File: src/design/gcl_pkg.sv
// Shared types and constants for the gradient colormap lookup.
package gcl_pkg;

  // Fixed field widths of the item channels and the register file
  localparam int unsigned IntensityWidth = 18;
  localparam int unsigned ChannelWidth   = 8;
  localparam int unsigned ArgbWidth      = 32;
  localparam int unsigned CountWidth     = 3;
  localparam int unsigned RegCount       = 8;
  localparam int unsigned PaddrWidth     = 5;
  localparam int unsigned PdataWidth     = 32;

  // Register indexes
  localparam logic [2:0] RegStopCount = 3'd0;
  localparam logic [2:0] RegColor0    = 3'd1;

  // What the output stage does with an item
  typedef enum logic [1:0] {
    KIND_INVALID,
    KIND_BLACK,
    KIND_MIX
  } kind_e;

endpackage

File: src/design/gcl_if.sv
// Item channels: intensity in, ARGB colour out.
interface gcl_in_if;
  logic                                       valid;
  logic                                       ready;
  logic signed [gcl_pkg::IntensityWidth-1:0]  intensity;
  logic                                       intensity_is_nan;

  modport source (output valid, output intensity, output intensity_is_nan, input ready);
  modport sink   (input valid, input intensity, input intensity_is_nan, output ready);
endinterface

interface gcl_out_if;
  logic                              valid;
  logic                              ready;
  logic                              color_valid;
  logic [gcl_pkg::ChannelWidth-1:0]  alpha;
  logic [gcl_pkg::ChannelWidth-1:0]  red;
  logic [gcl_pkg::ChannelWidth-1:0]  green;
  logic [gcl_pkg::ChannelWidth-1:0]  blue;

  modport source (output valid, output color_valid, output alpha, output red,
                  output green, output blue, input ready);
  modport sink   (input valid, input color_valid, input alpha, input red,
                  input green, input blue, output ready);
endinterface

File: src/design/gradient_colormap_lookup_top.sv
// Gradient colormap lookup: intensity to ARGB through evenly spaced colour stops.
//
// Usage: program stop_count and color_0..color_6 over the APB port (register i
// at byte address 4*i) while no item is in flight. Items arrive on pix_i as a
// signed Q2.FRACTION_BITS intensity plus a not-a-number flag; each yields one
// colour item on col_o (color_valid, alpha, red, green, blue).
// Pipeline: an item accepted on pix_i passes through the input register, segment
// multiply, stop select and channel blend into the output register, from which
// it is shown on col_o. Throughput: one item per cycle while col_o is not stalled;
// the pipeline advances as a whole, so the channel blend multipliers and the
// segment multiply each see one item a cycle while it advances.
// When col_o is stalled with an item waiting, every stage holds and pix_i.ready
// drops in the same cycle; nothing is lost or repeated. When the output slot is
// empty or being taken, a new item enters while older ones move forward.
// Reset empties all stages and clears stop_count and all colours to zero, so
// every lookup is invalid until at least two stops are set.
module gradient_colormap_lookup_top #(
  parameter int unsigned MAX_STOPS     = 7,
  parameter int unsigned FRACTION_BITS = 16
) (
  input  logic                               clk_i,
  input  logic                               rst_ni,
  input  logic                               psel,
  input  logic                               penable,
  input  logic                               pwrite,
  input  logic [gcl_pkg::PaddrWidth-1:0]     paddr,
  input  logic [gcl_pkg::PdataWidth-1:0]     pwdata,
  output logic [gcl_pkg::PdataWidth-1:0]     prdata,
  output logic                               pready,
  gcl_in_if.sink                             pix_i,
  gcl_out_if.source                          col_o
);

  localparam int unsigned IntW   = gcl_pkg::IntensityWidth;
  localparam int unsigned RawW   = (IntW > FRACTION_BITS + 2) ? IntW : FRACTION_BITS + 2;
  localparam int unsigned SW     = RawW + gcl_pkg::CountWidth;
  localparam int unsigned SegW   = SW - FRACTION_BITS;
  localparam int unsigned FracW  = FRACTION_BITS + 1;
  localparam int unsigned MixW   = gcl_pkg::ChannelWidth + FracW + 1;
  localparam int unsigned CntW   = gcl_pkg::CountWidth;
  localparam int unsigned ChW    = gcl_pkg::ChannelWidth;

  localparam logic [RawW-1:0]  OneRaw  = RawW'(1) << FRACTION_BITS;
  localparam logic [FracW-1:0] OneFrac = FracW'(1) << FRACTION_BITS;
  localparam logic [CntW-1:0]  MaxCnt  = CntW'(MAX_STOPS);

  // ---------------------------------------------------------------- registers
  logic [CntW-1:0]                   count_q;
  logic [gcl_pkg::ArgbWidth-1:0]     color_q [MAX_STOPS];
  logic [2:0]                        reg_idx;
  logic                              cfg_wr;

  assign pready  = 1'b1;
  assign reg_idx = paddr[gcl_pkg::PaddrWidth-1:2];
  assign cfg_wr  = psel && penable && pwrite;

  always_ff @(posedge clk_i or negedge rst_ni) begin
    if (!rst_ni) begin
      count_q <= '0;
      for (int i = 0; i < MAX_STOPS; i++) begin
        color_q[i] <= '0;
      end
    end else if (cfg_wr) begin
      if (reg_idx == gcl_pkg::RegStopCount) begin
        count_q <= pwdata[CntW-1:0];
      end
      for (int i = 0; i < MAX_STOPS; i++) begin
        if (reg_idx == gcl_pkg::RegColor0 + 3'(i)) begin
          color_q[i] <= pwdata;
        end
      end
    end
  end

  always_comb begin
    prdata = '0;
    if (reg_idx == gcl_pkg::RegStopCount) begin
      prdata = gcl_pkg::PdataWidth'(count_q);
    end
    for (int i = 0; i < MAX_STOPS; i++) begin
      if (reg_idx == gcl_pkg::RegColor0 + 3'(i)) begin
        prdata = color_q[i];
      end
    end
  end

  // ---------------------------------------------------------------- control
  logic adv;
  logic v1_q, v2_q, v3_q, vo_q;

  assign adv         = !vo_q || col_o.ready;
  assign pix_i.ready = adv;
  assign col_o.valid = vo_q;

  always_ff @(posedge clk_i or negedge rst_ni) begin
    if (!rst_ni) begin
      v1_q <= 1'b0;
      v2_q <= 1'b0;
      v3_q <= 1'b0;
      vo_q <= 1'b0;
    end else if (adv) begin
      v1_q <= pix_i.valid;
      v2_q <= v1_q;
      v3_q <= v2_q;
      vo_q <= v3_q;
    end
  end

  // ---------------------------------------------------------------- stage 1: capture
  logic [IntW-1:0] raw1_q;
  logic            nan1_q;

  always_ff @(posedge clk_i) begin
    if (adv) begin
      raw1_q <= pix_i.intensity;
      nan1_q <= pix_i.intensity_is_nan;
    end
  end

  // ---------------------------------------------------------------- stage 2: segment
  logic [CntW-1:0]   nsat;
  logic [CntW-1:0]   nm1;
  logic [CntW-1:0]   nm2;
  logic [RawW-1:0]   raw_ext;
  logic [SW-1:0]     s_prod;
  logic [SegW-1:0]   seg_raw;
  logic              seg_clamp;
  gcl_pkg::kind_e    kind2_d;
  logic [CntW-1:0]   seg2_d;
  logic [FracW-1:0]  frac2_d;

  gcl_pkg::kind_e    kind2_q;
  logic [CntW-1:0]   seg2_q;
  logic [FracW-1:0]  frac2_q;

  assign nsat      = (count_q > MaxCnt) ? MaxCnt : count_q;
  assign nm1       = nsat - CntW'(1);
  assign nm2       = nsat - CntW'(2);
  assign raw_ext   = RawW'(raw1_q);
  assign s_prod    = SW'(raw_ext) * SW'(nm1);
  assign seg_raw   = s_prod[SW-1:FRACTION_BITS];
  assign seg_clamp = seg_raw > SegW'(nm2);

  always_comb begin
    if (nsat < CntW'(2)) begin
      kind2_d = gcl_pkg::KIND_INVALID;
    end else if (nan1_q) begin
      kind2_d = gcl_pkg::KIND_BLACK;
    end else if (raw1_q[IntW-1] || raw_ext > OneRaw) begin
      kind2_d = gcl_pkg::KIND_INVALID;
    end else begin
      kind2_d = gcl_pkg::KIND_MIX;
    end
    // Only intensity 1.0 lands past the last segment: use it with a full fraction
    if (seg_clamp) begin
      seg2_d  = nm2;
      frac2_d = OneFrac;
    end else begin
      seg2_d  = seg_raw[CntW-1:0];
      frac2_d = {1'b0, s_prod[FRACTION_BITS-1:0]};
    end
  end

  always_ff @(posedge clk_i) begin
    if (adv) begin
      kind2_q <= kind2_d;
      seg2_q  <= seg2_d;
      frac2_q <= frac2_d;
    end
  end

  // ---------------------------------------------------------------- stage 3: stop select
  logic [CntW-1:0]               seg_hi;
  logic [gcl_pkg::ArgbWidth-1:0] lo3_d, hi3_d;
  logic [gcl_pkg::ArgbWidth-1:0] lo3_q, hi3_q;
  gcl_pkg::kind_e                kind3_q;
  logic [FracW-1:0]              frac3_q;

  assign seg_hi = seg2_q + CntW'(1);

  always_comb begin
    lo3_d = '0;
    hi3_d = '0;
    for (int i = 0; i < MAX_STOPS; i++) begin
      lo3_d = lo3_d | (color_q[i] & {gcl_pkg::ArgbWidth{seg2_q == CntW'(i)}});
      hi3_d = hi3_d | (color_q[i] & {gcl_pkg::ArgbWidth{seg_hi == CntW'(i)}});
    end
  end

  always_ff @(posedge clk_i) begin
    if (adv) begin
      lo3_q   <= lo3_d;
      hi3_q   <= hi3_d;
      kind3_q <= kind2_q;
      frac3_q <= frac2_q;
    end
  end

  // ---------------------------------------------------------------- stage 4: blend
  logic [FracW-1:0] frac_inv;
  logic [MixW-1:0]  mix [4];
  logic [ChW-1:0]   blend [4];
  logic             cv_d;
  logic [ChW-1:0]   ch_d [4];
  logic             cv_q;
  logic [ChW-1:0]   ch_q [4];

  assign frac_inv = OneFrac - frac3_q;

  always_comb begin
    for (int k = 0; k < 4; k++) begin
      mix[k] = MixW'(lo3_q[gcl_pkg::ArgbWidth-1-ChW*k -: ChW]) * MixW'(frac_inv)
             + MixW'(hi3_q[gcl_pkg::ArgbWidth-1-ChW*k -: ChW]) * MixW'(frac3_q);
      blend[k] = mix[k][FRACTION_BITS +: ChW];
    end
  end

  always_comb begin
    cv_d = 1'b0;
    for (int k = 0; k < 4; k++) begin
      ch_d[k] = '0;
    end
    case (kind3_q)
      gcl_pkg::KIND_BLACK: begin
        cv_d    = 1'b1;
        ch_d[0] = '1;
      end
      gcl_pkg::KIND_MIX: begin
        cv_d = 1'b1;
        for (int k = 0; k < 4; k++) begin
          ch_d[k] = blend[k];
        end
      end
      default: begin
        cv_d = 1'b0;
      end
    endcase
  end

  always_ff @(posedge clk_i) begin
    if (adv) begin
      cv_q <= cv_d;
      for (int k = 0; k < 4; k++) begin
        ch_q[k] <= ch_d[k];
      end
    end
  end

  assign col_o.color_valid = cv_q;
  assign col_o.alpha       = ch_q[0];
  assign col_o.red         = ch_q[1];
  assign col_o.green       = ch_q[2];
  assign col_o.blue        = ch_q[3];

endmodule

File: src/flat_wrapper.sv
// flat-port wrapper written by rule: the top's interface ports become plain ports
module gradient_colormap_lookup_top_flat 
#(
  parameter int unsigned MAX_STOPS     = 7,
  parameter int unsigned FRACTION_BITS = 16
)
  (clk_i, rst_ni, psel, penable, pwrite, paddr, pwdata, prdata, pready, pix_i_valid, pix_i_intensity, pix_i_intensity_is_nan, pix_i_ready, col_o_valid, col_o_color_valid, col_o_alpha, col_o_red, col_o_green, col_o_blue, col_o_ready);
  gcl_in_if pix_i_i ();
  gcl_out_if col_o_i ();
  input  logic clk_i;
  input  logic rst_ni;
  input  logic psel;
  input  logic penable;
  input  logic pwrite;
  input  logic [gcl_pkg::PaddrWidth-1:0] paddr;
  input  logic [gcl_pkg::PdataWidth-1:0] pwdata;
  output logic [gcl_pkg::PdataWidth-1:0] prdata;
  output logic pready;
  input wire logic [$bits(pix_i_i.valid)-1:0] pix_i_valid;
  input wire logic [$bits(pix_i_i.intensity)-1:0] pix_i_intensity;
  input wire logic [$bits(pix_i_i.intensity_is_nan)-1:0] pix_i_intensity_is_nan;
  output wire logic [$bits(pix_i_i.ready)-1:0] pix_i_ready;
  output wire logic [$bits(col_o_i.valid)-1:0] col_o_valid;
  output wire logic [$bits(col_o_i.color_valid)-1:0] col_o_color_valid;
  output wire logic [$bits(col_o_i.alpha)-1:0] col_o_alpha;
  output wire logic [$bits(col_o_i.red)-1:0] col_o_red;
  output wire logic [$bits(col_o_i.green)-1:0] col_o_green;
  output wire logic [$bits(col_o_i.blue)-1:0] col_o_blue;
  input wire logic [$bits(col_o_i.ready)-1:0] col_o_ready;
  assign pix_i_i.valid = pix_i_valid;
  assign pix_i_i.intensity = pix_i_intensity;
  assign pix_i_i.intensity_is_nan = pix_i_intensity_is_nan;
  assign pix_i_ready = pix_i_i.ready;
  assign col_o_valid = col_o_i.valid;
  assign col_o_color_valid = col_o_i.color_valid;
  assign col_o_alpha = col_o_i.alpha;
  assign col_o_red = col_o_i.red;
  assign col_o_green = col_o_i.green;
  assign col_o_blue = col_o_i.blue;
  assign col_o_i.ready = col_o_ready;
  gradient_colormap_lookup_top #(.MAX_STOPS(MAX_STOPS), .FRACTION_BITS(FRACTION_BITS)) u_core (.clk_i(clk_i), .rst_ni(rst_ni), .psel(psel), .penable(penable), .pwrite(pwrite), .paddr(paddr), .pwdata(pwdata), .prdata(prdata), .pready(pready), .pix_i(pix_i_i), .col_o(col_o_i));
endmodule
File: config.mk
export PLATFORM = sky130hd
export DESIGN_NAME = gradient_colormap_lookup_top_flat
export DESIGN_NICKNAME = d
export VERILOG_FILES = /design/src/design/gcl_pkg.sv /design/src/design/gcl_if.sv /design/src/design/gradient_colormap_lookup_top.sv /design/src/flat_wrapper.sv
export SDC_FILE = /design/constraint.sdc
export NUM_CORES = 2
export LEC_CHECK = 0
export BUFFER_PORTS_ARGS = -buffer_cell sky130_fd_sc_hd__buf_2
export CAP_MARGIN = 20
export CORE_MARGIN = 1
export CORE_UTILIZATION = 25
export DETAILED_ROUTE_END_ITERATION = 8
export GPL_TIMING_DRIVEN = 0
export PLACE_DENSITY_LB_ADDON = 0.08
export RECOVER_POWER = 100
export SYNTH_ARGS = -nofsm -noshare
export SYNTH_HDL_FRONTEND = slang
export SYNTH_SLANG_ARGS = --single-unit
File: constraint.sdc
create_clock -name clk_i -period 7.1 [get_ports clk_i]
set_input_delay 0.71 -clock clk_i [delete_from_list [all_inputs] [get_ports clk_i]]
set_output_delay 0.71 -clock clk_i [all_outputs]
set_load 0.01 [all_outputs]
# Word level (Yosys, flattened, before mapping)
# Memory sizes are Yosys's and may differ from the RTL's.
# Cells that the tools add are included.
[word_totals] reg_bits=356 ram_bits=32 in_bits=63 output_inout_bits=68 elab_cells=129 memories=1
[memory_table] memory="u_core.ch_q" words=4 word_bits=8 read_ports=4 rd_clocked_by_memory_dff=0 wr=4 line="gradient_colormap_lookup_top.sv:206" rtl="logic [ChW-1:0] ch_q [4];"
[classes] addsub=8 mul=9 order_cmp=4 n_eq_ne=21 n_mux=18 bitwise=26 reduce_logical=18
[op_table] operator="bitwise AND 32 bit" n=14
[op_table] operator="bitwise OR 32 bit" n=12
[op_table] operator="2-to-1 mux 32 bit" n=7
[op_table] operator="multiplier 8 x 17 -> 24 bit" n=8
[op_table] operator="adder 24 bit" n=4
[op_table] operator="== test 3 bit (second input constant)" n=10
[op_table] operator="2-to-1 mux 24 bit" n=1
[op_table] operator="multiplier 18 x 3 -> 21 bit" n=1
[op_table] operator="== test 3 x 2 -> 1 bit (second input constant)" n=6
[op_table] operator="> comparator 18 x 17 -> 1 bit (second input constant)" n=1
[op_table] operator="2-to-1 mux 17 bit" n=1
[op_table] operator="subtractor 17 bit (first input constant)" n=1
[op_table] operator="case mux 8 bit (2 select lines)" n=1
[op_table] operator="AND reduction 2 bit" n=8
[op_table] operator="== test 3 x 1 -> 1 bit (second input constant)" n=3
[op_table] operator="zero test 3 bit" n=3
[op_table] operator="2-to-1 mux 3 bit" n=3
[op_table] operator="> comparator 5 x 3 -> 1 bit" n=1
[op_table] operator="2-to-1 mux 1 bit" n=4
[op_table] operator="OR reduction 2 bit" n=2
[op_table] operator="adder 3 x 1 -> 3 bit (second input constant)" n=1
[op_table] operator="> comparator 3 bit (second input constant)" n=1
[op_table] operator="< comparator 3 x 2 -> 1 bit (second input constant)" n=1
[op_table] operator="subtractor 3 x 1 -> 3 bit (second input constant)" n=1
[op_table] operator="other kinds (7)" n=9

# Depth between registers and ports, before layout
[depth] word_depth=9 ltp_mapped=31 mapped_depth_nobuf=28

# Least setup slack after synthesis
# OpenSTA, ideal clock, no wires.
[synth_timing] path_kind="register to register" startpoint="reg u_core.frac3_q[0]" endpoint="mem u_core.ch_q[1][4] (netlist bit) (data pin)" setup_time_ns=0.255 arrival_time_ns=7.315 required_time_ns=6.845 slack_ns=-0.470 stages_incl_launch_ff=29 path_buffers=4 synth_period_minus_slack_ns=7.570 path_cell_list="edfxtp_1 -> clkbuf_1 -> clkbuf_1 -> clkbuf_1 -> inv_1 -> ha_1 -> nand4b_2 -> nor3_1 -> xnor2_1 -> clkbuf_1 -> nand2_1 -> fa_1 -> fa_1 -> fa_1 -> fa_1 -> inv_1 -> fa_1 -> inv_1 -> fa_1 -> inv_1 -> ha_1 -> and4_1 -> a221oi_1 -> o21a_1 -> o21ai_0 -> o21a_1 -> o21ai_0 -> or3b_2 -> and3_1"
[synth_rtl] item="start, declared" line="gradient_colormap_lookup_top.sv:177" rtl="logic [FracW-1:0] frac3_q;"
[synth_rtl] item="start signal, assigned" line="gradient_colormap_lookup_top.sv:195" rtl="frac3_q <= frac2_q;"
[synth_rtl] item="end, declared" line="gradient_colormap_lookup_top.sv:206"

==> run_summary.xml <==
<?xml version="1.0" encoding="UTF-8"?>
<metrics>
  <group name="status">
    <metric name="run_status" unit="">complete, but fails checks</metric>
    <metric name="failed_checks" unit="">capacitance limit, slew limit, setup timing</metric>
  </group>
  <group name="setup_path">
    <metric name="path_common_cell" unit="">sky130_fd_sc_hd__fa_1</metric>
    <metric name="crit_path_start" unit="">u_core.frac3_q[0]$_DFFE_PP_</metric>
    <metric name="crit_fanout" unit="">9</metric>
    <metric name="timing.critical_path.required" unit="ns">7.49</metric>
    <metric name="critical-path-slowest-cell" unit="">sky130_fd_sc_hd__fa_1</metric>
    <metric name="critical_path.startpoint_type" unit="">flip-flop</metric>
    <metric name="endpoint_kind" unit="">flip-flop</metric>
    <metric name="critical_path_arrival" unit="ns">8.23</metric>
    <metric name="reg2reg_depth" unit="">35</metric>
    <metric name="worstSetupEndpoint" unit="">u_core.ch_q[2][5]$_SDFFCE_PN0P_</metric>
    <metric name="r2r_start" unit="">u_core.frac3_q[0]$_DFFE_PP_</metric>
    <metric name="r2r_setup_slack" unit="ns">-0.75</metric>
    <metric name="criticalPathCategory" unit="">reg2reg</metric>
    <metric name="critPathMaxStageDelay" unit="ns">0.54</metric>
    <metric name="crit-reg2reg-capture" unit="">u_core.ch_q[2][5]$_SDFFCE_PN0P_</metric>
  </group>
  <group name="global_route">
    <metric name="grt_first_pass_wirelength" unit="mm">326</metric>
    <metric name="gr-total-overflow" unit="">0</metric>
    <metric name="antenna_found_initial" unit="">10</metric>
    <metric name="grt_max_degree" unit="">100</metric>
    <metric name="track_usage" unit="%">21.6</metric>
    <metric name="vias_in_the_first_global_route" unit="">43300</metric>
  </group>
  <group name="logic_synthesis">
    <metric name="ys_ff_latch" unit="">388</metric>
    <metric name="synth.most_common_cell" unit="">sky130_fd_sc_hd__inv_1</metric>
    <metric name="synth.cells.most_frequent" unit="">1014 x sky130_fd_sc_hd__inv_1, 889 x sky130_fd_sc_hd__fa_1, 730 x sky130_fd_sc_hd__nand2_1, 532 x sky130_fd_sc_hd__and2_1, 293 x sky130_fd_sc_hd__ha_1</metric>
    <metric name="synthCells" unit="">5375</metric>
    <metric name="yosys_most_used_dff" unit="">sky130_fd_sc_hd__dfrtp_1</metric>
    <metric name="postSynthNetCount" unit="">6620</metric>
    <metric name="synth.cell_area" unit="µm²">52800</metric>
    <metric name="synth.yosys.warnings" unit="">0</metric>
    <metric name="yosysUniqueCellTypes" unit="">79</metric>
    <metric name="synth.area.top_cells" unit="">sky130_fd_sc_hd__fa_1 34%, sky130_fd_sc_hd__dfrtp_1 11%, sky130_fd_sc_hd__edfxtp_1 8.9%</metric>
    <metric name="sequential_cell_area_fraction_in_the_yosys_report" unit="%">19.9</metric>
    <metric name="yosys.area.top_type_share" unit="%">33.7</metric>
    <metric name="syn-mean-instance-area" unit="µm²">9.82</metric>
    <metric name="asyncSetResetFlopFracSynth" unit="%">59.5</metric>
    <metric name="synth_enable_flop_cells" unit="">157</metric>
    <metric name="synth_top_cell_by_area" unit="">sky130_fd_sc_hd__fa_1</metric>
  </group>
  <group name="die">
    <metric name="core_ar" unit="µm²">210000</metric>
    <metric name="std_cell_rows" unit="">168</metric>
    <metric name="io_pins" unit="">131</metric>
    <metric name="dieHeight" unit="µm">462</metric>
    <metric name="dieArea" unit="µm²">213000</metric>
    <metric name="die_x" unit="µm">462</metric>
    <metric name="initial_utilization" unit="%">25.2</metric>
  </group>
  <group name="timing">
    <metric name="fin_crit_sh" unit="%">111</metric>
    <metric name="setup_violations" unit="">27</metric>
    <metric name="fmax" unit="MHz">127</metric>
    <metric name="hold_violations" unit="">0</metric>
    <metric name="worstMarginPinSlew" unit="ns">2.83</metric>
    <metric name="final.min_clock_period" unit="ns">7.85</metric>
    <metric name="post_route_skew" unit="ns">0.0330</metric>
    <metric name="report.final.slew_viol_count" unit="">259</metric>
    <metric name="max_slew_margin" unit="%">-89.0</metric>
    <metric name="setup_slack" unit="ns">-0.747</metric>
    <metric name="grt_setup_unrepaired" unit="">true</metric>
  </group>
  <group name="place">
    <metric name="globalplace.congestion" unit="">0.891</metric>
    <metric name="port-buffer-count" unit="">125</metric>
    <metric name="post-dp-hpwl" unit="mm">182</metric>
  </group>
  <group name="drt">
    <metric name="post-route-drc-count" unit="">0</metric>
    <metric name="drt_pass1_iterations" unit="">6</metric>
    <metric name="detail_route.vias_per_cell" unit="">4.65</metric>
    <metric name="finalWirelength" unit="mm">227</metric>
    <metric name="drt-wirelength-per-cell" unit="µm">26.4</metric>
    <metric name="first_iteration_detailed_routing_drc_count" unit="">2686</metric>
    <metric name="detailroute.via_count" unit="">39893</metric>
    <metric name="ant_nets" unit="">0</metric>
  </group>
  <group name="clocking">
    <metric name="h-tree-depth" unit="">2</metric>
    <metric name="path_clk_slew" unit="ns">0.08</metric>
    <metric name="cts.sinks" unit="">388</metric>
    <metric name="cts_buffer_depth" unit="">3</metric>
    <metric name="number_of_buffers_created_by_cts" unit="">48</metric>
    <metric name="cts_root_buf" unit="">sky130_fd_sc_hd__clkbuf_16</metric>
    <metric name="cts_tree" unit="">yes</metric>
    <metric name="insertion_delay" unit="ns">0.66</metric>
  </group>
  <group name="finish">
    <metric name="final_util" unit="%">29.9</metric>
    <metric name="post_route_cells_drive_above_1_share" unit="%">15.6</metric>
    <metric name="net_count_reported_at_finish" unit="">6973</metric>
    <metric name="multi_input_area" unit="µm²">38900</metric>
    <metric name="syn_to_final_growth" unit="%">18.7</metric>
    <metric name="regArea" unit="µm²">10500</metric>
    <metric name="filler_cell_count" unit="">22268</metric>
  </group>
  <group name="flow_run">
    <metric name="max-cap-violations" unit="">4</metric>
  </group>
  <group name="hold_path">
    <metric name="min-delay-path-class" unit="">in2reg</metric>
  </group>
</metrics>
worst min-delay path by stage:
stage	endpoint	slack [ns]	depth (start not counted)	start
floorplan	u_core.frac3_q[0]$_DFFE_PP_	0.40	0	u_core.frac2_q[0]$_SDFFCE_PP0P_
CTS	u_core.raw1_q[1]$_DFFE_PP_	0.15	1	pix_i_intensity[1]
detailed placement	u_core.kind3_q[1]$_DFFE_PP_	0.40	0	u_core.kind2_q[1]$_SDFFCE_PP0P_
finish	u_core.raw1_q[4]$_DFFE_PP_	0.24	1	pix_i_intensity[4]
global placement	u_core.frac3_q[0]$_DFFE_PP_	0.40	0	u_core.frac2_q[0]$_SDFFCE_PP0P_
global route	u_core.raw1_q[4]$_DFFE_PP_	0.20	1	pix_i_intensity[4]
cell usage in the layout (no fill, tap or decap), types with 66 or more instances in the layout:
master,instances
sky130_fd_sc_hd__a21oi_1,100
sky130_fd_sc_hd__and2_1,524
sky130_fd_sc_hd__buf_2,67
sky130_fd_sc_hd__buf_4,98
sky130_fd_sc_hd__clkbuf_1,300
sky130_fd_sc_hd__clkbuf_16,66
sky130_fd_sc_hd__dfrtp_1,230
sky130_fd_sc_hd__edfxtp_1,157
sky130_fd_sc_hd__fa_1,881
sky130_fd_sc_hd__ha_1,269
sky130_fd_sc_hd__inv_1,984
sky130_fd_sc_hd__mux2_2,267
sky130_fd_sc_hd__mux2i_1,99
sky130_fd_sc_hd__nand2_1,711
sky130_fd_sc_hd__nor2_1,106
sky130_fd_sc_hd__o21ai_0,79
kinds of logic (layout without fill, tap and decap cells):
family	count (synthesis)	after routing	share of synthesized area [%]
other	1	7	0.00710
flip-flops	388	388	19.9
AND/OR/NAND/NOR	1552	1552	14.3
adder cells (fa/ha/maj)	1182	1182	40.7
buffers and inverters	1325	1712	9.46
multiplexers	396	396	8.59
XOR/XNOR	75	75	1.24
AO/OA/AOI/OAI	456	456	5.82
metal layers:
layer	vias up	wire length [µm]	GRT usage, %
met5	-	49	0
met3	287	8060	1.96
met1	21094	101000	28.6
met2	977	108000	36.4
met4	8	9430	7.68
li1	17527	-	-
repair_timing:
item                       4_1_cts  5_1_grt
pin swaps                      186      105
buffers inserted               110       36
setup endpoints to repair       38       46
hold buffers                     1        0
resized for setup              390      113
hold endpoints to repair        48        0
gates cloned                     1        0
per-stage QoR:
stage | TNS (ns) | worst slack (ns) | area, µm² | hold WS [ns] | instances
2_1_floorplan | 0 | 0.00326 | 52900 | 0.400 | 5375
3_3_place_gp | -183.97 | -4.01 | 57000 | 0.403 | 8305
3_5_place_dp | -79.36 | -3.26 | 57800 | 0.405 | 8346
4_1_cts | -12.81 | -0.788 | 62100 | 0.154 | 8536
5_1_grt | -41.72 | -0.979 | 62600 | 0.200 | 8567
6_report | -12.77 | -0.747 | 62600 | 0.238 | 8573
layout make-up:
type,instances,area share [%]
timing repair buffer,310,4.08
tap,2805,5.60
multi-input combinational,3662,62.1
sequential,388,16.8
antenna,6,0.0240
buffer,302,2.85
clock inverter,20,0.318
clock buffer,64,2.13
inverter,1016,6.10
critical path: cells and delay by family (launching register included):
family | cells | cell delay, ns
flip-flops | 1 | 0.40
AND/OR/NAND/NOR | 5 | 0.66
buffers and inverters | 15 | 1.73
adder cells (fa/ha/maj) | 8 | 3.53
AO/OA/AOI/OAI | 5 | 0.84
XOR/XNOR | 2 | 0.35
flip-flops by register name (all words and copies together), names as in the netlist, 2 cells and up:
name and flops:
u_core.kind2_q 2, u_core.frac3_q 17, u_core.color_q 224, u_core.hi3_q 32, u_core.kind3_q 2, u_core.seg2_q 3
u_core.count_q 3, u_core.raw1_q 18, u_core.frac2_q 17, u_core.lo3_q 32, u_core.ch_q 32
Power is not shown: default switching activity piles up to over one toggle a cycle in this logic, so the estimate is an artifact.
